### src/rtl/dem_hillshade_3x3_unit_assert.svh
// Assertion macros for the hillshade RTL.
// Included by modules that check their own logic; no other dependencies.
`ifndef DEM_HILLSHADE_3X3_UNIT_ASSERT_SVH
`define DEM_HILLSHADE_3X3_UNIT_ASSERT_SVH

// Same-cycle implication under reset.
`define DH3_ASSERT_IMP(name, clk, rst_n, ante, cons, msg) \
	name: assert property (@(posedge clk) disable iff (!rst_n) (ante) |-> (cons)) \
		else $error(msg);

// Next-cycle implication under reset.
`define DH3_ASSERT_NEXT(name, clk, rst_n, ante, cons, msg) \
	name: assert property (@(posedge clk) disable iff (!rst_n) (ante) |=> (cons)) \
		else $error(msg);

`endif

### src/rtl/dh3_pkg.sv
// Shared types and constants for the 3x3 hillshade unit.
// No dependencies.
package dh3_pkg;
	localparam int ELEV_W     = 24;
	localparam int MAX_WIDTH  = 2048;
	localparam int ADDR_W     = $clog2(MAX_WIDTH);
	localparam int LW_W       = 12;
	localparam int WIDTH_MIN  = 3;
	localparam int ROW_W      = 16;
	localparam int GAIN_W     = 24;
	localparam int ALT_W      = 15;
	localparam int LIGHT_W    = 16;
	localparam int SHADE_W    = 16;
	localparam int GRAD_W     = ELEV_W + 3;
	localparam int CFG_IDX_W  = 3;
	localparam int CFG_DATA_W = 24;

	localparam logic [SHADE_W-1:0] SHADE_FLAT = 16'd256;
	localparam logic [SHADE_W-1:0] SHADE_MAX  = 16'd65280;
	localparam int Q_SAT = 65024;

	typedef enum logic [CFG_IDX_W-1:0] {
		CFG_LINE_WIDTH    = 3'd0,
		CFG_GRADIENT_GAIN = 3'd1,
		CFG_SIN_ALTITUDE  = 3'd2,
		CFG_COS_ALTITUDE  = 3'd3,
		CFG_SIN_LIGHT     = 3'd4,
		CFG_COS_LIGHT     = 3'd5
	} cfg_idx_t;

	typedef struct packed {
		logic [LW_W-1:0]           line_width;
		logic [GAIN_W-1:0]         gradient_gain;
		logic [ALT_W-1:0]          sin_altitude;
		logic [ALT_W-1:0]          cos_altitude;
		logic signed [LIGHT_W-1:0] sin_light;
		logic signed [LIGHT_W-1:0] cos_light;
	} cfg_t;

	typedef struct packed {
		logic                     window_ready;
		logic                     missing;
		logic signed [GRAD_W-1:0] gx;
		logic signed [GRAD_W-1:0] gy;
	} job_t;

	typedef struct packed {
		logic full;
		logic empty;
	} fifo_stat_t;
endpackage

### src/rtl/dh3_job_queue.sv
// Two-entry job queue between front end and shading back end.
// Depends on dh3_pkg for the job and status types.
module dh3_job_queue (
	input  logic                clk,
	input  logic                arst_n,
	input  logic                push,
	input  dh3_pkg::job_t       job_in,
	input  logic                pop,
	output dh3_pkg::job_t       job_out,
	output dh3_pkg::fifo_stat_t stat
);
	dh3_pkg::job_t mem_q [2];
	logic          wr_q;
	logic          rd_q;
	logic [1:0]    cnt_q;

	assign job_out    = mem_q[rd_q];
	assign stat.full  = (cnt_q == 2'd2);
	assign stat.empty = (cnt_q == 2'd0);

	always_ff @(posedge clk) begin
		if (push) mem_q[wr_q] <= job_in;
	end

	always_ff @(posedge clk or negedge arst_n) begin
		if (!arst_n) begin
			wr_q  <= 1'b0;
			rd_q  <= 1'b0;
			cnt_q <= '0;
		end else begin
			if (push) wr_q <= ~wr_q;
			if (pop) rd_q <= ~rd_q;
			case ({push, pop})
				2'b10:   cnt_q <= cnt_q + 1'b1;
				2'b01:   cnt_q <= cnt_q - 1'b1;
				default: cnt_q <= cnt_q;
			endcase
		end
	end
endmodule

### config.mk
export PLATFORM = sky130hd
export DESIGN_NAME = dh3_job_queue
export DESIGN_NICKNAME = d
export VERILOG_FILES = /design/src/rtl/dem_hillshade_3x3_unit_assert.svh /design/src/rtl/dh3_pkg.sv /design/src/rtl/dh3_job_queue.sv
export SDC_FILE = /design/constraint.sdc
export NUM_CORES = 1
export LEC_CHECK = 0
export BUFFER_PORTS_ARGS = -buffer_cell sky130_fd_sc_hd__buf_2
export CORE_MARGIN = 8
export CORE_UTILIZATION = 27
export DETAILED_ROUTE_END_ITERATION = 8
export SYNTH_ARGS = -nofsm -noshare
export SYNTH_HDL_FRONTEND = slang
export SYNTH_SLANG_ARGS = --single-unit
### constraint.sdc
create_clock -name clk -period 3.2 [get_ports clk]
set_clock_uncertainty 0.1 [all_clocks]
set_input_delay 0.32 -clock clk [delete_from_list [all_inputs] [get_ports clk]]
set_output_delay 0.32 -clock clk [all_outputs]
set_load 0.01 [all_outputs]
==> metrics.csv <==
metric,value,unit
Max Cap Viol,0,
Clock Tree Buf Depth,2,
mapped cell area,4350,sq um
gr usage total,9.29,%
# port buffers,117,
Post-CTS Resized,0,
syn_area_per_cell,22.9,sq um
CP required,2.78,ns
first-pass GRT wire length,13900,um
worst-skew pair later-pin latency,0.40,ns
DPL Wire Length,5640,um
"Max FO, Critical Path",57,
drt first pass iters,3,
CTS tree,built,
Clock transition at path regs,0.05,ns
setup_tns,0,ns
Final Slew Violations,0,
Syn Inst Count,190,
hold-fix buffers at CTS,58,
clk sinks,116,
number of post-CTS setup repair buffers,0,
RSZ-0062 raised after global routing,false,
vias in the first global route,2761,
WS Path Type,reg -> out,
Worst Setup Start Kind,register,
CTS root buffer,clkbuf_16,
Pwr Total,5250,uW
Top Ports,118,
Initial Util,27.5,%
final hold vios,0,
Die Ht,143,um
antenna cells,0,
NumNets Final,441,
VDD IR max,554,uV
Setup crit end kind,output port,
Worst slew margin,36.5,%
Leak,0.00246,uW
Setup Viol. Count Final,0,
Rows,46,
synthesized flop and latch total,116,
Ys Warns,0,
CP peak stage delay,1.05,ns
Routed Wire Length,8990,um
Routed Antenna Nets,0,
register area share after synthesis,79.7,%
status,completed,
crit-path cells,mux2_2 > buf_2,
fin crit share,76.8,%
GRT Residual Overflow,0,
Worst-Margin Slew,0.952,ns
WP data arrival,2.04,ns
share of cells above drive strength 1,51.3,%
Via density,3.94,
DIE AREA,20400,sq um
total CTS buffers,17,
minimum clock period,2.46,ns
H-tree depth,4,
vias,2398,
die width,143,um
WL per Instance,14.8,um
Hold Path Class,in -> reg,
Netlist cell types,13,
antenna violations before repair,0,
Synth Net Count,251,
Area Growth Syn to Fin,44.5,%
Pwr Density,836,nW/um^2
pin count of the biggest net entering global routing,58,
Crit-path slowest cell,dfrtp_4,
DRC viols,0,
Final Wtd Congestion,0.681,
FMAX,407,MHz
Floorplan Core Area,15800,sq um
DRT iter0 DRCs,102,
layout by cell type (no fill, tap or decap), types with 2 or more instances in the layout:
cell type | Yosys | final
dlygate4sd3_1 | 0 | 58
xor2_1 | 3 | 3
edfxtp_1 | 112 | 112
clkinv_2 | 0 | 5
clkbuf_1 | 0 | 7
mux2_2 | 26 | 26
xnor2_1 | 2 | 2
nor2_1 | 3 | 2
clkbuf_16 | 0 | 17
buf_2 | 2 | 117
dfrtp_1 | 4 | 3
mux2_4 | 30 | 30
Yosys cell counts (all sizes together):
master,count,area share (%)
ha,1,0.29
dfrtp,4,2.3
buf,6,1.3
mux2,56,17
and2,1,0.14
inv,1,0.086
edfxtp,112,77
xnor2,2,0.40
xor2,3,0.60
nor2,3,0.26
nor2b,1,0.14
per-layer routing:
layer | wire length, um | up-vias | GRT usage [%]
li1 | - | 1132 | -
met1 | 3520 | 1174 | 9.25
met2 | 4560 | 76 | 15.6
met3 | 747 | 16 | 4.87
met4 | 161 | 0 | 4.70
met5 | 0 | - | 0
flip-flops by register name, indices dropped and copies added (netlist names):
name / flops
cnt_q: 2
mem_q: 112
rd_q: 1
wr_q: 1
where the power goes:
group | internal, uW | switching, uW | leakage [uW]
Clock | 1050 | 602 | 0.000253
Combinational | 748 | 570 | 0.00111
Sequential | 2030 | 255 | 0.00110
layout make-up:
type / instances / area [sq um]
fill: 1480 / 9550
timing repair buffer: 177 / 1190
clock buffer: 24 / 452
clock inverter: 7 / 58.8
inverter: 1 / 3.75
tap: 216 / 270
multi-input combinational: 67 / 832
sequential: 116 / 3470
critical path: cells and delay by family, from the launching register on:
family   cells  cell delay, ns
buf+inv      1            0.14
flops        1            1.05
mux          1            0.42
cell families after synthesis:
kind of cell             Yosys count  share of synthesized area (%)
AND/OR/NAND/NOR                    5                          0.547
flip-flops                       116                           79.7
multiplexers                      56                           17.1
XOR/XNOR                           5                           1.01
adder cells (fa/ha/maj)            1                          0.288
buffers and inverters              7                           1.35
path summary, 6_finish.rpt:
path	start	end	depth (start not counted)	slack [ns]
setup / recovery	rd_q	job_out[0]	2	0.74
hold / removal	push	wr_q	2	0.03
setup reg to reg	wr_q	mem_q[1][41]	2	1.41
hold reg to reg	cnt_q[1]	cnt_q[1]	1	0.39
max in group asynchronous	arst_n	rd_q	2	2.71
min in group asynchronous	arst_n	rd_q	2	0.15
per-stage QoR:
| stage | cell area [sq um] | std cells | util (%) | setup WS (ns) | hold slack [ns] |
|---|---|---|---|---|---|
| CTS | 6280 | 608 | 39.7 | 0.667 | 0.00302 |
| floorplan | 4350 | 190 | - | 0.831 | -0.0756 |
| global placement | 5190 | 519 | 32.8 | 1.12 | 0.0313 |
| detailed placement | 5190 | 519 | 32.8 | 1.13 | 0.0327 |
| global route | 6280 | 608 | 39.7 | 0.609 | 0.00528 |
| finish | 6280 | 608 | 39.7 | 0.742 | 0.0330 |
Power figures use the tool's default switching activity.
